<file path="config.mk">
export PLATFORM = sky130hd
export DESIGN_NAME = lpe_ram
export DESIGN_NICKNAME = d
export VERILOG_FILES = /design/src/design/lpe_ram.sv
export SDC_FILE = /design/constraint.sdc
export NUM_CORES = 1
export LEC_CHECK = 0
export BUFFER_PORTS_ARGS = -buffer_cell sky130_fd_sc_hd__clkbuf_2
export CAP_MARGIN = 25
export CORE_ASPECT_RATIO = 1.5
export CORE_MARGIN = 2
export CORE_UTILIZATION = 60
export DETAILED_ROUTE_END_ITERATION = 8
export PLACE_DENSITY = 0.88
export SYNTH_ARGS = -nofsm -noshare
export SYNTH_HDL_FRONTEND = slang
export SYNTH_SLANG_ARGS = --single-unit
export TNS_END_PERCENT = 20
</file>
<file path="constraint.sdc">
create_clock -name clk -period 2.4 [get_ports clk]
set_input_delay 0.36 -clock clk [delete_from_list [all_inputs] [get_ports clk]]
set_output_delay 0.36 -clock clk [all_outputs]
set_load 0.005 [all_outputs]
</file>
<file path="src/design/lpe_ram.sv">
// ----------------------------------------------------------------------------
// lpe_ram
// Generic simple dual-port RAM, one write port and one registered read port.
// ----------------------------------------------------------------------------
module lpe_ram #(
  parameter int WIDTH = 8,
  parameter int DEPTH = 64
) (
  input  logic                     clk,
  input  logic                     we,
  input  logic [$clog2(DEPTH)-1:0] waddr,
  input  logic [WIDTH-1:0]         wdata,
  input  logic                     re,
  input  logic [$clog2(DEPTH)-1:0] raddr,
  output logic [WIDTH-1:0]         rdata
);

  logic [WIDTH-1:0] mem [DEPTH];
  logic [WIDTH-1:0] rdata_r;

  always_ff @(posedge clk) begin
    if (we) begin
      mem[waddr] <= wdata;
    end
    if (re) begin
      rdata_r <= mem[raddr];
    end
  end

  assign rdata = rdata_r;

endmodule
</file>
; ---- Word-level counts from Yosys, hierarchy flattened
; Memories as Yosys holds them, arrays and structs flattened. A register that Yosys moved wholly into a read port is not among the register bits.
; Cells that the tools add are included.
; W data, S select, Z words.
[word_totals]
register_bits = 0
ram_bits = 512
input_bits = 23
out_inout_bits = 8
n_memories = 1
[memory_table]
columns = memory, words, word_bits, rd, rd_ports_with_merged_regs, wr, line_no
row1 = mem, 64, 8, 1, 1, 1, 18  ; logic [WIDTH-1:0] mem [DEPTH];
[classes]
n_mux = 2
[op_table]
columns = cell, n
row1 = $mux W1, 2

; ---- Depth between registers and ports, before layout
; Gate-level depths: netlist of the first run.
[logic_depth]
ltp_word = 2
depth_mapped = 9

; ---- Worst setup path after synthesis of the first run
; Ideal clock, no wire load.
[synth_path]
kind = input to register
startpoint = input port raddr[1]
endpoint = register rdata_r[3] (netlist: rdata[3]) (read register of mem), data pin
setup_ns = 0.266
arrival_time_ns = 1.900
slack_ns = 0.234
path_stages = 7
path_cell_list = buf_4 > buf_2 > buf_2 > mux4_2 > mux4_2 > o21ai_1 > o41ai_1
[synth_lines]
columns = item, line_no
row1 = "start, declared", 14  ; input logic [$clog2(DEPTH)-1:0] raddr,
row2 = "end, declared", 19  ; logic [WIDTH-1:0] rdata_r;

==> results.yml, run 1 <==
place:
  hpwl_um: 29800
  pre_cts_slack_ps: -352
  gp_congestion: 0.903
  dp.cells: 1472
  io_buffers: 30
  dpl-instance-area_um2: 21700
clock_tree:
  cts_sinks: 520
  postCtsSetupBuffers: 0
  path_clk_slew_ps: 70
  worstSkewPairLatency_ps: 560
  h-tree-depth: 2
  cts_hold_buffers: 0
  cts_tree: "yes"
  cts_resized: 0
  cts_buffers: 44
  clock-root-buffer: "clkbuf_16"
  clockBufferDepth: 3
critical_path:
  path_cells: "mux4_2 > mux2_2 > o221a_2 > nor3_1 > o32ai_1"
  cpLargestDelayFamily: "multiplexers"
  cp_num_buf_inv: 0
  start_kind: "flip-flop"
  worstSetupStartpoint: "mem[17][6]"
  critPathKind: "reg2reg"
  cp_slowest_cell: "mux4_2"
  endpoint_kind: "flip-flop"
  r2r_start: "mem[17][6]"
  path_max_fanout: 1
  required_ps: 2680
  slowest_delay_ps: 510
  worstPathArrival_ps: 2630
synthesis:
  syn_area_um2: 20200
  synth_nets: 963
  ys_top_cells_by_count: "520 x edfxtp_1, 126 x mux4_2, 83 x nor2_1"
  ys_ff_latch: 520
  synth_top_cell_area_share_pct: 77.1
  synth.area.top_cells: "edfxtp_1 77%, mux4_2 14%, nor2_1 1.5%"
  ys_seq_area_share_pct: 77.1
  netlist_instances: 940
  async_flop_share_pct: 0
  synth_largest_area_cell: "edfxtp_1"
  synthDistinctLibCells: 39
  synth_edf_count: 520
  yosysMostFrequentCell: "edfxtp_1"
  avgSynthCellArea_um2: 21.5
  yosys_warnings: 0
  synth_ff_type: "edfxtp_1"
cells_and_area:
  fin_cells: 1548
  fillCellCount: 1849
  diodes: 0
  final_util_pct: 69.2
  area_growth_syn_to_layout_pct: 14.0
  layout-drive-gt1-share_pct: 32.1
  final_nets: 1123
  fin_area_um2: 23100
route:
  drtPass1Iterations: 8
  route.vias.total: 10700
  antenna_left: 0
  vias_per_cell: 6.89
  drc: 0
  drt-total-wl_um: 48100
  drt-initial-drc-count: 1545
  wl_per_cell_um: 31.1
global_routing:
  grt_pass1_vias: 11000
  grt_pass1_wl_um: 71500
  globalRouteTotalUtil_pct: 28.3
  grt.overflow.total: 0
  grt_max_degree: 65
  antenna_found_initial: 0
floorplanning:
  die_w_um: 154
  std_cell_rows: 82
  start_util_pct: 60.7
  die_h_um: 229
  die_area_um2: 35300
  boundaryPins: 31
  core_area_um2: 33300
outcome:
  outcome: "finished, final reports clean"
timing:
  timing.setup.tns_ps: 0
  rsz0062_at_grt: "no"
  skew_ps: 13.8
  finalHoldViolations: 0
  slew_viol_final: 0
  slew_headroom_pct: 50.2
  min_period_over_period_pct: 97.6
  worst_pin_slew_ps: 728
  fmax_mhz: 427
  layout_setup_ws_ps: 58.3
  period_minus_slack_ps: 2340
  setup-violations-final: 0
job:
  drv_cap: 0
hold_path:
  min_path_type: "in2reg"
  hp-start: "wdata[1]"
power_and_ir_drop:
  p_leak_nw: 7.48
  p_per_area_nw_per_um2: 780
  ir_drop_mv: 0.557
logic make-up after synthesis:
| logic type | share of synthesized area [%] |
|---|---|
| flops | 77.1 |
| buf+inv | 1.56 |
| compound gates | 2.06 |
| simple gates | 3.37 |
| mux | 15.9 |
where the power goes:
group | total (mW) | switching, mW | internal, mW | leakage, nW
clock | 6.89 | 3.03 | 3.86 | 0.655
sequential | 10.1 | 0.0255 | 10.1 | 4.69
combinational | 1.03 | 0.611 | 0.415 | 2.14
total | 18.0 | 3.67 | 14.3 | 7.48
routing by layer:
metal	up-vias	share of wire, %	track usage (%)
li1	4228	-	-
met1	5399	32	34.3
met2	831	53	49.3
met3	207	9.3	5.01
met4	0	5.8	14.0
met5	-	0	0
metrics by stage:
step	hold slack [ps]	power [mW]
5_1_grt	167	18.4
2_1_floorplan	459	10.8
3_3_place_gp	761	11.2
4_1_cts	184	18.0
6_report	173	18.0
3_5_place_dp	759	11.3
sequential cells by signal, summed over array words and instances (netlist names):
name,count
mem,512
rdata,8
cell usage in the layout, fill, tap and decap left out, drive strengths merged, types with 6 or more instances in the layout:
master / Yosys / routed
nand2b: 7 / 7
o22ai: 8 / 8
edfxtp: 520 / 520
nand2: 19 / 19
a221oi: 6 / 6
clkinv: 0 / 12
nand3: 13 / 13
mux2: 13 / 13
mux4: 126 / 126
o221ai: 8 / 8
nor2: 83 / 83
buf: 34 / 137
nor2b: 14 / 14
nor3: 7 / 7
mux2i: 23 / 23
clkbuf: 17 / 84
path summary, 6_finish.rpt:
| check | endpoint | slack, ps | cells after the start |
|---|---|---|---|
| setup / recovery | rdata[6] | 60 | 5 |
| hold reg to reg | rdata[2] | 1000 | 4 |
| hold / removal | mem[49][1] | 170 | 1 |
| setup reg to reg | rdata[6] | 60 | 5 |
cell type report:
type,instances,area [um2],area share [%]
clock buffers,56,1170,5.06
clock inverters,18,186,0.808
multi-input cells,369,4320,18.7
flip-flops and latches,520,15600,67.6
well taps,420,526,2.28
repair buffers,165,1280,5.53
No activity file was read; power rests on OpenSTA's default activity.
==> run 2, diff against run 1 <==
REMOVE_ABC_BUFFERS = 1   (was not set)
SLEW_MARGIN = 0   (was not set)
==> run 2 against run 1 <==
  * Register-to-register slack got worse by 30 ps
  * Final area rose by 1.1%
  * Via count rose by 1.5%
  * Sequential power barely moved
  * Sequential share of layout area fell by 0.73 points
  * Largest power group unchanged
  * Core utilization rose by 0.75 points
  * Worst setup slack got worse by 28 ps
  * Hold slack improved by 81 ps
  * Highest routed layer is now met5
  * Fmax fell by 1.2%
==> results.yml, run 2 (synthesis results as in run 1) <==
route:
  antenna_left: 0
  route.vias.total: 10800
  drtPass1Iterations: 5
  vias_per_cell: 6.90
  drt-initial-drc-count: 1619
  wl_per_cell_um: 32.5
  drc: 0
  drt-total-wl_um: 50900
outcome:
  outcome: "finished, final reports clean"
global_routing:
  globalRouteTotalUtil_pct: 30.0
  grt.overflow.total: 0
  grt_max_degree: 65
  grt_pass1_vias: 11300
  antenna_found_initial: 1
  grt_pass1_wl_um: 75500
clock_tree:
  postCtsSetupBuffers: 0
  worstSkewPairLatency_ps: 560
  cts_sinks: 520
  clockBufferDepth: 3
  cts_buffers: 44
  path_clk_slew_ps: 70
  clock-root-buffer: "clkbuf_16"
  h-tree-depth: 2
  cts_tree: "yes"
hold_path:
  min_path_type: "in2reg"
  hold_path_depth: 1
timing:
  timing.setup.tns_ps: 0
  fmax_mhz: 422
  slew_viol_final: 0
  worst_pin_slew_ps: 1030
  setup-violations-final: 0
  skew_ps: 20.3
  holdWs_ps: 254
  rsz0062_at_grt: "no"
  min_period_over_period_pct: 98.7
  period_minus_slack_ps: 2370
  slew_headroom_pct: 31.3
  finalHoldViolations: 0
cells_and_area:
  layout-drive-gt1-share_pct: 34.1
  final_common_cell: "edfxtp_1"
  diodes: 0
  final_nets: 1141
  final_cell_mix: "520 x edfxtp_1, 144 x buf_4, 126 x mux4_2, 83 x nor2_1, 45 x clkbuf_16"
  top_register: "mem"
  largest_reg_flops: 512
  final_util_pct: 70.0
  area_growth_syn_to_layout_pct: 15.3
critical_path:
  cp_slowest_cell: "a2111oi_1"
  endpoint_kind: "flip-flop"
  start_kind: "flip-flop"
  r2r_start: "mem[2][5]"
  worstPathArrival_ps: 2670
  reg2reg_to: "rdata[5]"
  path_max_fanout: 1
  rrSetupSlack_ps: 30
  critPathKind: "reg2reg"
  path_cells: "mux4_2 > nor2b_1 > a2111oi_1 > buf_4 > o41ai_1"
  slowest_delay_ps: 690
  cpLargestDelayFamily: "compound AO/OA/AOI/OAI gates"
  reg2regPathDepth: 5
  cp_num_buf_inv: 1
  worstSetupStartpoint: "mem[2][5]"
  cp-endpoint: "rdata[5]"
  required_ps: 2700
  cp.depth: 5
place:
  hpwl_um: 31800
  gp_congestion: 0.870
  io_buffers: 30
power_and_ir_drop:
  ir_drop_mv: 0.593
  fin_total_pwr_mw: 18.4
  p_per_area_nw_per_um2: 788
  p_leak_nw: 7.64
floorplanning:
  die_area_um2: 35300
  start_util_pct: 60.7
  die_h_um: 229
  std_cell_rows: 82
  core_area_um2: 33300
  boundaryPins: 31
  die_w_um: 154
job:
  drv_cap: 0
## run 2: cell count changes in the layout (fill, tap and decap cells not counted), sizes merged
cell and delta:
clkinv +9, bufinv +2, buf +18, clkinvlp -1, clkbuf -7
## run 2: worst min-delay path by stage
stage	slack, ps	end	start
floorplan	460	mem[0][0]	wdata[0]
global placement	780	rdata[7]	re
detailed placement	780	rdata[6]	re
CTS	200	rdata[2]	re
global route	220	rdata[7]	re
finish	250	rdata[7]	re
## run 2: layout make-up
cell class                      instances  area [um2]
Sequential cell                       520       15600
Clock inverter                         28         290
Multi-Input combinational cell        369        4320
Tap cell                              420         526
Timing Repair Buffer                  183        1450
Clock buffer                           49        1140
Fill cell                            1740       10000
## run 2: timing repair
item | in CTS | in global routing
hold buffers | 0 | 0
gates resized for setup | 1 | 0
setup endpoints to repair | 1 | 0
endpoints found under the hold margin | 0 | 0
## run 2: through the flow
stage | instances | instance area, um2 | setup slack (ps)
3_3_place_gp | 1492 | 21900 | -95.4
4_1_cts | 1569 | 23300 | 49.2
3_5_place_dp | 1492 | 21900 | -351
6_report | 1569 | 23300 | 30.7
5_1_grt | 1569 | 23300 | 1.74
2_1_floorplan | 889 | 19900 | 539
## run 2: where the power goes
part           total (mW)  internal (mW)  switching (mW)
Clock                7.21           4.07            3.14
Sequential           10.1           10.1          0.0284
Combinational        1.08          0.432           0.648
## run 2: per-layer routing
layer | wire [um] | track usage, % | part of all wire [%]
met1 | 16000 | 36.6 | 31
met2 | 26800 | 51.6 | 53
met3 | 5080 | 5.54 | 10
met4 | 3030 | 15.3 | 6.0
met5 | 15 | 0 | 0.029
==> run 3, diff against run 2 <==
clock period = 2.79 ns   (was 2.4 ns; I/O delays follow)
==> run 3 against run 2 <==
  * Flip-flop and latch count stayed put
  * Clock skew grew 2.3 ps
  * Hold slack better by 18 ps
  * Final area is 0.81% lower
  * Via count fell by 1.8%
  * Register-to-register slack improved by 340 ps
  * Count of clock-buffer cells in the layout is 2 higher
  * Clock power down 11%
  * Combinational power is 17% lower
  * Critical path depth is 1 higher
  * Total power is 13% lower
==> results.yml, run 3 (synthesis results as in run 1) <==
cells_and_area:
  fin_cells: 1534
  final_common_cell: "edfxtp_1"
  area_growth_syn_to_layout_pct: 14.3
  top_register: "mem"
  largest_reg_flops: 512
  fillCellCount: 1777
  layout-drive-gt1-share_pct: 31.8
  final_cell_mix: "520 x edfxtp_1, 126 x mux4_2, 105 x buf_4, 83 x nor2_1, 45 x clkbuf_16"
  diodes: 0
  final_nets: 1103
  regArea_um2: 15600
  multi_input_area_um2: 4320
route:
  route.vias.total: 10600
  antenna_left: 0
  drtPass1Iterations: 6
  drt-initial-drc-count: 1298
  vias_per_cell: 6.93
  drt-total-wl_um: 48700
  wl_per_cell_um: 31.7
  drc: 0
critical_path:
  worstPathArrival_ps: 2700
  cp_num_buf_inv: 2
  cp-endpoint: "rdata[2]"
  path_cells: "buf_4 > buf_12 > mux4_2 > mux2_2 > a221oi_1 > o2bb2ai_1"
  cpLargestDelayFamily: "compound AO/OA/AOI/OAI gates"
  reg2reg_to: "rdata[2]"
  slowest_delay_ps: 760
  required_ps: 3070
  reg2regPathDepth: 4
  worstSetupStartpoint: "raddr[1]"
  r2r_start: "mem[47][2]"
  endpoint_kind: "flip-flop"
  path_max_fanout: 21
  cp_slowest_cell: "a221oi_1"
  start_kind: "input pin"
  cp.depth: 6
  critPathKind: "in2reg"
  rrSetupSlack_ps: 370
global_routing:
  globalRouteTotalUtil_pct: 28.4
  grt_max_degree: 65
  antenna_found_initial: 0
  grt_pass1_vias: 10900
  grt.overflow.total: 0
  grt_pass1_wl_um: 72100
timing:
  period_minus_slack_ps: 2420
  fmax_mhz: 414
  setup-violations-final: 0
  finalHoldViolations: 0
  timing.setup.tns_ps: 0
  worst_pin_slew_ps: 1050
  rsz0062_at_grt: "no"
  min_period_over_period_pct: 86.6
  slew_headroom_pct: 30.1
  slew_viol_final: 0
  skew_ps: 22.6
place:
  gp_congestion: 0.918
  io_buffers: 30
  hpwl_um: 30900
  dp.cells: 1454
floorplanning:
  boundaryPins: 31
  die_area_um2: 35300
  start_util_pct: 60.7
  die_w_um: 154
  core_area_um2: 33300
  std_cell_rows: 82
  die_h_um: 229
hold_path:
  min_path_type: "in2reg"
  hold_path_depth: 1
power_and_ir_drop:
  p_per_area_nw_per_um2: 691
  ir_drop_mv: 0.416
  p_leak_nw: 7.47
clock_tree:
  postCtsSetupBuffers: 0
  path_clk_slew_ps: 70
  cts_hold_buffers: 0
  cts_resized: 0
  worstSkewPairLatency_ps: 570
  cts_buffers: 44
  h-tree-depth: 2
  cts_sinks: 520
  cts_tree: "yes"
  clock-root-buffer: "clkbuf_16"
  clockBufferDepth: 3
job:
  drv_cap: 0
outcome:
  outcome: "finished, final reports clean"
run 3: metal layers:
layer / vias to the layer above / global-route usage [%] / part of all wire, %
met5: - / 0 / 0
met4: 0 / 15.6 / 6.5
met3: 195 / 4.86 / 9.8
met2: 882 / 49.0 / 52
met1: 5337 / 34.3 / 32
li1: 4209 / - / -
run 3: how the worst min path moves through the flow:
| stage | from | slack (ps) | end |
|---|---|---|---|
| after detailed placement | re | 850 | rdata[3] |
| after global routing | re | 290 | rdata[0] |
| after CTS | re | 270 | rdata[0] |
| after floorplan | wdata[0] | 520 | mem[0][0] |
| after global placement | re | 860 | rdata[1] |
| final | re | 270 | rdata[0] |
run 3: cell type report:
type	instances	area share [%]
flip-flops and latches	520	67.5
multi-input cells	369	18.6
repair buffers	145	5.12
clock buffers	51	4.96
well taps	420	2.27
clock inverters	29	1.56
run 3: metrics by stage:
step                total power [mW]  hold slack, ps  instance area (um2)  utilization (%)  setup WS (ps)
global route                    16.3             286                23100             69.4            422
detailed placement              9.72             848                21600             64.9           -119
floorplan                       9.18             517                19900                -            871
CTS                             16.0             267                23100             69.4            439
global placement                9.67             864                21600             64.8           22.5
finish                          16.0             272                23100             69.4            374
run 3: report_power, final:
part	switching (mW)	internal (mW)
logic	0.542	0.352
clock network	2.72	3.71
registers	0.0219	8.66
